$ cat src/rtl/core/b64d_pkg.sv
// ----------------------------------------------------------------------------
// b64d_pkg
// Shared types, constants and the alphabet lookup of the base64 stream decoder.
// ----------------------------------------------------------------------------
package b64d_pkg;

   localparam int QUEUE_DEPTH = 4;
   localparam int QPTR_W      = $clog2(QUEUE_DEPTH);
   localparam int QCNT_W      = $clog2(QUEUE_DEPTH + 1);

   localparam logic [1:0] POS_EMPTY = 2'd0;
   localparam logic [1:0] POS_TWO   = 2'd2;
   localparam logic [1:0] POS_THREE = 2'd3;

   localparam logic [1:0] CNT_NONE  = 2'd0;
   localparam logic [1:0] CNT_ONE   = 2'd1;
   localparam logic [1:0] CNT_TWO   = 2'd2;
   localparam logic [1:0] CNT_THREE = 2'd3;

   typedef struct packed {
      logic [7:0] data0;
      logic [7:0] data1;
      logic [7:0] data2;
      logic [1:0] count;
      logic       text_done;
   } b64d_job_type;

   typedef struct packed {
      logic [1:0] group_pos;
      logic       stopped;
   } b64d_front_status_type;

   typedef struct packed {
      logic       hit;
      logic [5:0] value;
   } b64d_sextet_type;

   function automatic b64d_sextet_type sextet_of(input logic [7:0] ch);
      b64d_sextet_type res;
      res.hit   = 1'b1;
      res.value = 6'd0;
      case (ch) inside
         ["A":"Z"]: res.value = 6'(ch - 8'h41);
         ["a":"z"]: res.value = 6'(ch - 8'h61 + 8'd26);
         ["0":"9"]: res.value = 6'(ch - 8'h30 + 8'd52);
         8'h2B:     res.value = 6'd62;
         8'h2F:     res.value = 6'd63;
         default:   res.hit   = 1'b0;
      endcase
      return res;
   endfunction

endpackage

$ cat src/rtl/core/b64d_req_if.sv
// ----------------------------------------------------------------------------
// b64d_req_if
// Character channel: one encoded character and its end flag per transaction.
// ----------------------------------------------------------------------------
interface b64d_req_if;
   logic       valid;
   logic       ready;
   logic [7:0] symbol;
   logic       end_of_text;

   modport source (output valid, output symbol, output end_of_text, input ready);
   modport sink   (input valid, input symbol, input end_of_text, output ready);
endinterface

$ cat src/rtl/core/b64d_rsp_if.sv
// ----------------------------------------------------------------------------
// b64d_rsp_if
// Byte channel: one decoded byte and its run flags per transaction.
// ----------------------------------------------------------------------------
interface b64d_rsp_if;
   logic       valid;
   logic       ready;
   logic [7:0] data_byte;
   logic       last_of_run;
   logic       text_done;

   modport source (output valid, output data_byte, output last_of_run,
                   output text_done, input ready);
   modport sink   (input valid, input data_byte, input last_of_run,
                   input text_done, output ready);
endinterface

$ cat src/rtl/core/b64d_queue.sv
// ----------------------------------------------------------------------------
// b64d_queue
// Small job queue between the character front end and the byte back end.
// ----------------------------------------------------------------------------
module b64d_queue import b64d_pkg::*; (
   input  logic         clock,
   input  logic         reset,
   input  logic         push,
   input  b64d_job_type push_job,
   input  logic         pop,
   output b64d_job_type pop_job,
   output logic         full,
   output logic         empty
);

   b64d_job_type      mem_ff [QUEUE_DEPTH];
   logic [QPTR_W-1:0] wr_ptr_ff, wr_ptr_in;
   logic [QPTR_W-1:0] rd_ptr_ff, rd_ptr_in;
   logic [QCNT_W-1:0] count_ff, count_in;
   logic              do_push, do_pop;

   assign full    = (count_ff == QCNT_W'(QUEUE_DEPTH));
   assign empty   = (count_ff == '0);
   assign do_push = push & ~full;
   assign do_pop  = pop & ~empty;
   assign pop_job = mem_ff[rd_ptr_ff];

   always_comb begin
      wr_ptr_in = wr_ptr_ff;
      rd_ptr_in = rd_ptr_ff;
      count_in  = count_ff;
      if (do_push) begin
         wr_ptr_in = (wr_ptr_ff == QPTR_W'(QUEUE_DEPTH - 1)) ? '0 : wr_ptr_ff + 1'b1;
      end
      if (do_pop) begin
         rd_ptr_in = (rd_ptr_ff == QPTR_W'(QUEUE_DEPTH - 1)) ? '0 : rd_ptr_ff + 1'b1;
      end
      if (do_push && !do_pop) begin
         count_in = count_ff + 1'b1;
      end else if (do_pop && !do_push) begin
         count_in = count_ff - 1'b1;
      end
   end

   always_ff @(posedge clock) begin
      if (reset) begin
         wr_ptr_ff <= '0;
         rd_ptr_ff <= '0;
         count_ff  <= '0;
      end else begin
         wr_ptr_ff <= wr_ptr_in;
         rd_ptr_ff <= rd_ptr_in;
         count_ff  <= count_in;
      end
   end

   always_ff @(posedge clock) begin
      if (do_push) begin
         mem_ff[wr_ptr_ff] <= push_job;
      end
   end

endmodule

$ cat src/rtl/core/b64d_front.sv
// ----------------------------------------------------------------------------
// b64d_front
// Accepts characters, decodes sextets, gathers groups and builds byte jobs.
// ----------------------------------------------------------------------------
module b64d_front import b64d_pkg::*; (
   input  logic                  clock,
   input  logic                  reset,
   b64d_req_if.sink              req_ch,
   input  logic                  q_full,
   output logic                  q_push,
   output b64d_job_type          q_job,
   output b64d_front_status_type status
);

   logic [1:0]      pos_ff, pos_in;
   logic [17:0]     acc_ff, acc_in;
   logic            stopped_ff, stopped_in;
   logic            fire;
   b64d_sextet_type sx;
   logic [23:0]     word;
   b64d_job_type    job;

   assign req_ch.ready = ~q_full;
   assign fire         = req_ch.valid & ~q_full;
   assign sx           = sextet_of(req_ch.symbol);
   assign word         = {acc_ff, sx.value};

   always_comb begin
      pos_in        = pos_ff;
      acc_in        = acc_ff;
      stopped_in    = stopped_ff;
      job.data0     = word[23:16];
      job.data1     = word[15:8];
      job.data2     = word[7:0];
      job.count     = CNT_NONE;
      job.text_done = req_ch.end_of_text;

      // absorb the character
      if (!stopped_ff) begin
         if (!sx.hit) begin
            stopped_in = 1'b1;
         end else if (pos_ff == POS_THREE) begin
            job.count = CNT_THREE;
            pos_in    = POS_EMPTY;
            acc_in    = '0;
         end else begin
            acc_in = {acc_ff[11:0], sx.value};
            pos_in = pos_ff + 1'b1;
         end
      end

      // flush the partial group, then restart
      if (req_ch.end_of_text) begin
         if (pos_in == POS_TWO) begin
            job.data0 = {acc_in[11:6], acc_in[5:4]};
            job.count = CNT_ONE;
         end else if (pos_in == POS_THREE) begin
            job.data0 = {acc_in[17:12], acc_in[11:10]};
            job.data1 = {acc_in[9:6], acc_in[5:2]};
            job.count = CNT_TWO;
         end
         pos_in     = POS_EMPTY;
         acc_in     = '0;
         stopped_in = 1'b0;
      end
   end

   assign q_job            = job;
   assign q_push           = fire & (job.count != CNT_NONE);
   assign status.group_pos = pos_ff;
   assign status.stopped   = stopped_ff;

   always_ff @(posedge clock) begin
      if (reset) begin
         pos_ff     <= POS_EMPTY;
         acc_ff     <= '0;
         stopped_ff <= 1'b0;
      end else if (fire) begin
         pos_ff     <= pos_in;
         acc_ff     <= acc_in;
         stopped_ff <= stopped_in;
      end
   end

endmodule

$ cat src/rtl/core/b64d_back.sv
// ----------------------------------------------------------------------------
// b64d_back
// Takes byte jobs from the queue and emits one byte per transaction.
// ----------------------------------------------------------------------------
module b64d_back import b64d_pkg::*; (
   input  logic         clock,
   input  logic         reset,
   input  b64d_job_type q_job,
   input  logic         q_empty,
   output logic         q_pop,
   b64d_rsp_if.source   rsp_ch
);

   b64d_job_type cur_ff, cur_in;
   logic         cur_valid_ff, cur_valid_in;
   logic [1:0]   idx_ff, idx_in;
   logic         fire, at_last, load;

   assign fire    = cur_valid_ff & rsp_ch.ready;
   assign at_last = ((idx_ff + 2'd1) == cur_ff.count);
   assign load    = ~cur_valid_ff | (fire & at_last);
   assign q_pop   = load & ~q_empty;

   always_comb begin
      cur_in       = cur_ff;
      cur_valid_in = cur_valid_ff;
      idx_in       = idx_ff;
      if (load) begin
         cur_in       = q_job;
         cur_valid_in = ~q_empty;
         idx_in       = 2'd0;
      end else if (fire) begin
         idx_in = idx_ff + 2'd1;
      end
   end

   always_comb begin
      case (idx_ff)
         2'd0:    rsp_ch.data_byte = cur_ff.data0;
         2'd1:    rsp_ch.data_byte = cur_ff.data1;
         default: rsp_ch.data_byte = cur_ff.data2;
      endcase
   end

   assign rsp_ch.valid       = cur_valid_ff;
   assign rsp_ch.last_of_run = at_last;
   assign rsp_ch.text_done   = at_last & cur_ff.text_done;

   always_ff @(posedge clock) begin
      if (reset) begin
         cur_valid_ff <= 1'b0;
         idx_ff       <= 2'd0;
      end else begin
         cur_valid_ff <= cur_valid_in;
         idx_ff       <= idx_in;
      end
   end

   always_ff @(posedge clock) begin
      cur_ff <= cur_in;
   end

endmodule

$ cat src/rtl/core/base64_stream_decoder_unit.sv
// ----------------------------------------------------------------------------
// base64_stream_decoder_unit
// Streaming base64 decoder: characters in, decoded bytes out.
// ----------------------------------------------------------------------------
// The decoder accepts one character per cycle whenever its four-entry job
// queue has room, and emits one byte per cycle while the response side is
// ready and jobs wait. A full group of four characters yields three bytes,
// so the byte port sets the sustained rate: a character that completes a
// group makes three bytes, a flushed tail one or two, all others none.
// Characters are still taken while the response side stalls, until the
// queue fills. Bytes pass through the job queue, then the back end's job
// register. A '=', NUL or other non-alphabet character stops decoding
// until the end flag; the end flag flushes any partial group and restarts.
module base64_stream_decoder_unit import b64d_pkg::*; (
   input  logic       clock,
   input  logic       reset,
   b64d_req_if.sink   req_ch,
   b64d_rsp_if.source rsp_ch
);

   logic                  q_push, q_pop, q_full, q_empty;
   b64d_job_type          push_job, pop_job;
   b64d_front_status_type front_status;

   b64d_front u_front (
      .clock  (clock),
      .reset  (reset),
      .req_ch (req_ch),
      .q_full (q_full),
      .q_push (q_push),
      .q_job  (push_job),
      .status (front_status)
   );

   b64d_queue u_queue (
      .clock    (clock),
      .reset    (reset),
      .push     (q_push),
      .push_job (push_job),
      .pop      (q_pop),
      .pop_job  (pop_job),
      .full     (q_full),
      .empty    (q_empty)
   );

   b64d_back u_back (
      .clock   (clock),
      .reset   (reset),
      .q_job   (pop_job),
      .q_empty (q_empty),
      .q_pop   (q_pop),
      .rsp_ch  (rsp_ch)
   );

   // never push into a full queue
   assert property (@(posedge clock) disable iff (reset) q_push |-> !q_full)
      else $error("job pushed into full queue");

   // never pop an empty queue
   assert property (@(posedge clock) disable iff (reset) q_pop |-> !q_empty)
      else $error("job popped from empty queue");

   // end flag restarts the front end
   assert property (@(posedge clock) disable iff (reset)
      (req_ch.valid && req_ch.ready && req_ch.end_of_text) |=>
      (front_status.group_pos == POS_EMPTY && !front_status.stopped))
      else $error("front state not cleared after end of text");

   // queued jobs always carry at least one byte
   assert property (@(posedge clock) disable iff (reset)
      q_push |-> (push_job.count != CNT_NONE))
      else $error("empty job pushed");

endmodule

$ cat src/flat_wrapper.sv
// flat-port wrapper written by rule: the top's interface ports become plain ports
module base64_stream_decoder_unit_flat import b64d_pkg::*;
  (clock, reset, req_ch_valid, req_ch_symbol, req_ch_end_of_text, req_ch_ready, rsp_ch_valid, rsp_ch_data_byte, rsp_ch_last_of_run, rsp_ch_text_done, rsp_ch_ready);
  b64d_req_if req_ch_i ();
  b64d_rsp_if rsp_ch_i ();
  input  logic clock;
  input  logic reset;
  input wire logic [$bits(req_ch_i.valid)-1:0] req_ch_valid;
  input wire logic [$bits(req_ch_i.symbol)-1:0] req_ch_symbol;
  input wire logic [$bits(req_ch_i.end_of_text)-1:0] req_ch_end_of_text;
  output wire logic [$bits(req_ch_i.ready)-1:0] req_ch_ready;
  output wire logic [$bits(rsp_ch_i.valid)-1:0] rsp_ch_valid;
  output wire logic [$bits(rsp_ch_i.data_byte)-1:0] rsp_ch_data_byte;
  output wire logic [$bits(rsp_ch_i.last_of_run)-1:0] rsp_ch_last_of_run;
  output wire logic [$bits(rsp_ch_i.text_done)-1:0] rsp_ch_text_done;
  input wire logic [$bits(rsp_ch_i.ready)-1:0] rsp_ch_ready;
  assign req_ch_i.valid = req_ch_valid;
  assign req_ch_i.symbol = req_ch_symbol;
  assign req_ch_i.end_of_text = req_ch_end_of_text;
  assign req_ch_ready = req_ch_i.ready;
  assign rsp_ch_valid = rsp_ch_i.valid;
  assign rsp_ch_data_byte = rsp_ch_i.data_byte;
  assign rsp_ch_last_of_run = rsp_ch_i.last_of_run;
  assign rsp_ch_text_done = rsp_ch_i.text_done;
  assign rsp_ch_i.ready = rsp_ch_ready;
  base64_stream_decoder_unit u_core (.clock(clock), .reset(reset), .req_ch(req_ch_i), .rsp_ch(rsp_ch_i));
endmodule
$ cat config.mk
export PLATFORM = sky130hd
export DESIGN_NAME = base64_stream_decoder_unit_flat
export DESIGN_NICKNAME = d
export VERILOG_FILES = /design/src/rtl/core/b64d_pkg.sv /design/src/rtl/core/b64d_req_if.sv /design/src/rtl/core/b64d_rsp_if.sv /design/src/rtl/core/b64d_queue.sv /design/src/rtl/core/b64d_front.sv /design/src/rtl/core/b64d_back.sv /design/src/rtl/core/base64_stream_decoder_unit.sv /design/src/flat_wrapper.sv
export SDC_FILE = /design/constraint.sdc
export NUM_CORES = 1
export LEC_CHECK = 0
export BUFFER_PORTS_ARGS = -buffer_cell sky130_fd_sc_hd__buf_2
export CORE_AREA = 2 2 145 90
export DETAILED_ROUTE_END_ITERATION = 12
export DIE_AREA = 0 0 147 92
export PLACE_DENSITY_LB_ADDON = 0.15
export SYNTH_ARGS = -nofsm -noshare
export SYNTH_HDL_FRONTEND = slang
export SYNTH_SLANG_ARGS = --single-unit
$ cat constraint.sdc
create_clock -name clock -period 5.35 [get_ports clock]
set_input_delay 0.535 -clock clock [delete_from_list [all_inputs] [get_ports clock]]
set_output_delay 0.535 -clock clock [all_outputs]
set_load 0.01 [all_outputs]
==> Yosys cells after proc, flatten, opt, wreduce, memory -nomap -nowiden <==
Memory sizes are Yosys's and may differ from the RTL's. A register that Yosys moved wholly into a read port is not among the register bits.
Cells that the tools add are included.
{ "op_classes": {"reduce_logical": 14, "multipliers": 0, "div_mod_pow": 0, "n_bitwise": 12, "add_sub_neg": 11, "n_lt_le_gt_ge": 6, "shifts": 0, "n_mux": 38, "eq_ne": 11} }
{ "op_table": {"columns": ["op", "n"], "rows": [
  ["$mux W18", 4],
  ["$mux W16", 2],
  ["$mux W6", 5],
  ["$mux W2", 12],
  ["$eq A8 B6 Y1 const B", 2],
  ["$ge A8 B7 Y1 const B", 2],
  ["$le A8 B7 Y1 const B", 2],
  ["$mux W8", 2],
  ["$pmux W8 S2", 1],
  ["$sub A6 B6 Y6 const B", 2],
  ["$eq A2 B2 Y1 const B", 5],
  ["$mux W1", 10],
  ["$add A2 B1 Y2 const B", 4],
  ["$and A1 B1 Y1", 8],
  ["$ge A8 B6 Y1 const B", 1],
  ["$le A8 B6 Y1 const B", 1],
  ["$add A6 B5 Y6 const B", 1],
  ["$add A6 B6 Y6 const B", 1],
  ["$mux W3", 2],
  ["$reduce_bool A2 Y1", 3],
  ["$sub A6 B1 Y6 const B", 1],
  ["$logic_and A1 B1 Y1", 5],
  ["$add A3 B1 Y3 const B", 1],
  ["$eq A3 B3 Y1 const B", 1],
  ["other kinds (11)", 14]
]} }
{ "totals": {"rom_bits": 0, "output_inout_bits": 12, "register_bits": 31, "latch_bits": 0, "in_bits": 13, "mem_count": 1, "ramBits": 108, "word_cells": 102} }
{ "mem_list": {"columns": ["name", "depth", "word_bits", "read_ports", "rd_clocked_by_memory_dff", "write_ports", "line_no", "rtl"], "rows": [
  ["u_core.u_queue.mem_ff", 4, 27, 1, 1, 1, "b64d_queue.sv:16", "b64d_job_type mem_ff [QUEUE_DEPTH];"]
]} }

==> Logic depth before layout (Yosys ltp) <==
{ "logic_depth": {"depth_word": 19, "mapped_depth": 15, "mapped_depth_nobuf": 14} }

==> Cells and area by module <==
A second synthesis with hierarchy kept.
{ "unflattened": {"hier_cells": 503, "area_unflattened_um2": 7439.6} }
{ "by_module_without_submodules": {"columns": ["mod", "seq_area_each_um2", "n_inst", "area_each_um2", "cells_each"], "rows": [
  ["b64d_queue", 3423.3, 1, 4399.2, 191],
  ["b64d_front", 420.4, 1, 1903.1, 237],
  ["b64d_back", 870.8, 1, 1137.3, 75]
]} }

==> Worst setup path before layout <==
No wires, ideal clock.
{ "synth_path": {"path_kind": "input-to-reg", "start": "input req_ch_symbol[4]", "end": "register u_core.u_queue.count_ff[2]", "cell_stages": 13, "setup_ps": 71, "path_slack_ps": 1697, "arrival_time_ps": 3582, "path_buffers": 1, "t_required_ps": 5279, "cell_sequence": "buf_4 -> nand2_2 -> or4b_4 -> a211o_2 -> a31oi_2 -> nand2_1 -> a21oi_2 -> ha_1 -> inv_1 -> fa_1 -> xor2_1 -> or3_1 -> a21oi_1"} }
{ "synth_via": {"elab_chain_cells": 18, "word_cells_on_any_way": 33, "classes_between": "6 x order compare; 4 x eq/ne; 13 x mux; 2 x bitwise; 8 x reduce/logical"} }
{ "synth_lines": {"columns": ["element", "line_no", "rtl"], "rows": [
  ["from (decl)", "flat_wrapper.sv:9", "input wire logic [$bits(req_ch_i.symbol)-1:0] req_ch_symbol;"],
  ["branches (longest 5 deep; another with $ge A8 B6 Y1)", null, null],
  ["$mux W1 *", "b64d_pkg.sv:42", "case (ch) inside"],
  ["$mux W2", "b64d_front.sv:40", "if (!sx.hit) begin"],
  ["$mux W2", "b64d_front.sv:39", "if (!stopped_ff) begin"],
  ["$eq A2 B2 Y1", "b64d_front.sv:57", "end else if (pos_in == POS_THREE) begin"],
  ["$mux W2", "b64d_front.sv:57", null],
  ["$mux W2", "b64d_front.sv:54", "if (pos_in == POS_TWO) begin"],
  ["$mux W2 *", "b64d_front.sv:53", "if (req_ch.end_of_text) begin"],
  ["$reduce_bool A2 Y1 *", "b64d_front.sv:69", "assign q_push = fire & (job.count != CNT_NONE);"],
  ["$and A1 B1 Y1 *", "b64d_front.sv:69", null],
  ["$and A1 B1 Y1 *", "b64d_queue.sv:24", "assign do_push = push & ~full;"],
  ["named net u_core.u_queue.do_push", "b64d_queue.sv:20", "logic do_push, do_pop;"],
  ["$logic_not A1 Y1", "b64d_queue.sv:40", "end else if (do_pop && !do_push) begin"],
  ["$logic_and A1 B1 Y1", "b64d_queue.sv:40", null],
  ["$reduce_bool A2 Y1 (no source line)", null, null],
  ["to (signal assigned)", "b64d_queue.sv:53", "count_ff <= count_in;"],
  ["to (decl)", "b64d_queue.sv:19", "logic [QCNT_W-1:0] count_ff, count_in;"]
]} }
Mark *: on every way through the listed nets, which the timed path passes.
A chain may end at the register's enable or synchronous reset.

==> Worst setup path in the final report <==
{ "layout_path": {"start": "input req_ch_symbol[2]", "end": "register u_core.u_queue.count_ff[2]"} }
Same word-level chain as after synthesis.

==> results.json <==
{
  "required_ps": 5700,
  "wl_per_cell_um": 20.55,
  "core_area_um2": 12410,
  "rsz0062_at_grt": "no",
  "avgSynthCellArea_um2": 14.48,
  "grt_use_total_pct": 23.21,
  "total_power_mw": 3.405,
  "fin_nets": 560,
  "ys_types": 58,
  "maxSlewHeadroom_pct": 28.98,
  "drc": 0,
  "ir_drop_v": 0.0002250,
  "grt_pass1_wl_um": 22960,
  "endpoint": "u_core.u_queue.count_ff[2]",
  "cts_hold_repair.buffers": 0,
  "fp.dieH_um": 92,
  "std_cell_rows": 32,
  "tightest_slew_ps": 1065,
  "finClkSkew_ps": 12.81,
  "cp_max_fo": 11,
  "layout-drive-gt1-share_pct": 19.96,
  "finalSetupViolations": 0,
  "syn2layout_area_growth_pct": 12.75,
  "timing.hold.ws_ps": 493.6,
  "cts_tree": "done",
  "die_width_um": 147,
  "fin_crit_ps": 3954,
  "r2r_start": "u_core.u_front.pos_ff[0]",
  "synth_top_area_share_pct": 56.20,
  "rrSetupSlack_ps": 2160,
  "ctsResizeCount": 0,
  "status": "complete, no violations",
  "wl_um": 14610,
  "synth_area_um2": 7213,
  "drt_iter0_drc": 489,
  "overflow": 0,
  "antenna_left": 0,
  "h-tree-depth": 4,
  "synth_seq_cells": 166,
  "port_buffers": 24,
  "synth_top_area_cell": "edfxtp_1",
  "synth_area_leaders": "edfxtp_1 56%, dfxtp_1 8.6%, mux4_2 8.4%",
  "use_met1_pct": 33.53,
  "clkSinkCount": 166,
  "period_share_pct": 73.91,
  "timing.rr.end": "u_core.u_queue.count_ff[2]",
  "r2r_cells": 9,
  "synth_nets": 530,
  "cts_buffers": 17,
  "ys_warn_count": 0,
  "p_leak_nw": 2.778,
  "crit_arrival_ps": 4310,
  "antenna_found_initial": 0,
  "slew_viol_final": 0,
  "dpl.hpwl_um": 9510,
  "seq_area_frac_synth_pct": 64.80,
  "cts_buffer_depth": 2,
  "antenna_cells": 0,
  "synthArstFlopShare_pct": 0,
  "netlist_instances": 498,
  "grt_pass1_vias": 4223,
  "dr.pass1.iters": 6,
  "gp_congestion": 0.9637,
  "clkLatencyLatePin_ps": 420,
  "grt-busiest-layer": "met2",
  "clk_pin_slew_ps": 70,
  "grt_max_degree": 32,
  "via_count": 4247,
  "end_kind": "flip-flop",
  "holdCritPathClass": "reg2reg",
  "yosys_most_used_dff": "edfxtp_1",
  "synth-edff-count": 135,
  "vias_per_cell": 5.973,
  "holdPathStages": 2,
  "worstSetupPathType": "in2reg",
  "dieArea_um2": 13520,
  "cp-startpoint": "req_ch_symbol[2]",
  "hold_viol_final": 0,
  "pin_count": 25,
  "cap_violations": 0,
  "cts_setup_buffers": 0,
  "final.setup.tns_ps": 0,
  "grt_use_met2_pct": 35.99,
  "cp-start-kind": "input pin",
  "powerDensity_nw_per_um2": 418.6,
  "start_util_pct": 58.11,
  "fmax_mhz": 252.9,
  "grt_util_met3_pct": 5.124,
  "cts-root-buf": "clkbuf_16"
}
[registers in the layout, summed over array words and instances, names as in the netlist]
register                    flops
u_core.u_back.cur_ff           27
u_core.u_back.idx_ff            2
u_core.u_back.rsp_ch.valid      1
u_core.u_front.acc_ff          18
u_core.u_front.pos_ff           2
u_core.u_front.stopped_ff       1
u_core.u_queue.count_ff         3
u_core.u_queue.mem_ff         108
u_core.u_queue.rd_ptr_ff        2
u_core.u_queue.wr_ptr_ff        2
[cell type report]
cell class | count | area, µm²
sequential | 166 | 4676
fill | 875 | 4279
multi-input combinational | 297 | 2400
clock buffer | 17 | 425.4
tap | 170 | 212.7
clock inverter | 15 | 181.4
timing repair buffer | 30 | 177.7
inverter | 16 | 60.06
[synth_stat cells, drive strengths merged (5+ instances only)]
cell type,number
nor2,38
nor3b,7
a22oi,24
a221o,6
dfxtp,31
nand2b,8
clkbuf,13
nor3,8
mux4,27
o21ai,15
mux2,5
a21oi,29
and2,7
ha,18
buf,6
nor2b,5
edfxtp,135
nand2,47
inv,16
[logic make-up after synthesis]
family,Yosys count,synth area share [%]
DFF,166,64.80
and+or+nand+nor,136,9.575
AOI/OAI and AO/OA,99,9.679
muxes,36,9.766
buffers and inverters,35,1.926
adders and majority gates,19,3.400
xor gates and xnor gates,7,0.8500
[worst min path at each step]
stage,from,endpoint
after global routing,rsp_ch_ready,u_core.u_back.idx_ff[1]
final,u_core.u_front.acc_ff[3],u_core.u_front.acc_ff[3]
after floorplan,u_core.u_front.acc_ff[3],u_core.u_front.acc_ff[3]
after global placement,u_core.u_front.acc_ff[3],u_core.u_front.acc_ff[3]
after detailed placement,u_core.u_back.idx_ff[1],u_core.u_back.idx_ff[1]
after CTS,rsp_ch_ready,u_core.u_back.idx_ff[1]
[where the power goes]
group | switching (mW) | leakage [nW] | internal (mW)
logic | 0.309 | 0.956 | 0.234
clock network | 0.556 | 0.295 | 0.672
registers | 0.0840 | 1.53 | 1.55
[through the flow]
stage          utilization, %  setup slack [ps]  instances  instance area (µm²)
6_report                65.52              1396        711                 8133
3_5_place_dp            60.64              1004        679                 7526
4_1_cts                 65.52              1430        711                 8133
5_1_grt                 65.52             991.4        711                 8133
3_3_place_gp            60.64              1173        679                 7526
2_1_floorplan               -              1697        498                 7213
[metal layers]
metal | part of all wire [%] | up-vias
met3 | 5.8 | 13
li1 | - | 1980
met1 | 47 | 2127
met2 | 46 | 127
met5 | 0 | -
met4 | 0.93 | 0
[worst max-delay path, cell delays in order]
cell,delay [ps]
buf_2,170
inv_1,130
ha_1,300
a21oi_1,240
a211o_1,140
nand3_1,310
a31oi_2,570
nand2_1,170
a21oi_2,350
ha_1,240
inv_1,70
fa_1,430
xor2_1,190
or3_1,320
a21oi_1,150
[layout by cell type (no fill, tap or decap), types with 3 or more instances in the layout]
master	count
nor3b_1	7
mux4_2	27
dfxtp_1	30
nand2b_1	8
buf_2	24
a22oi_1	24
and2_1	7
nor3_1	7
a221oi_1	4
and3_1	3
xnor2_1	3
clkinv_4	3
inv_8	6
ha_1	18
buf_4	5
xor2_1	4
nor2b_1	5
clkbuf_16	17
nor2_1	38
o21ai_0	10
nand2_1	46
mux2_2	5
inv_1	16
nand3_1	3
a221o_1	6
edfxtp_1	135
mux2i_1	4
o21ai_1	3
a21oi_1	28
(Power assumes the default switching activity.)
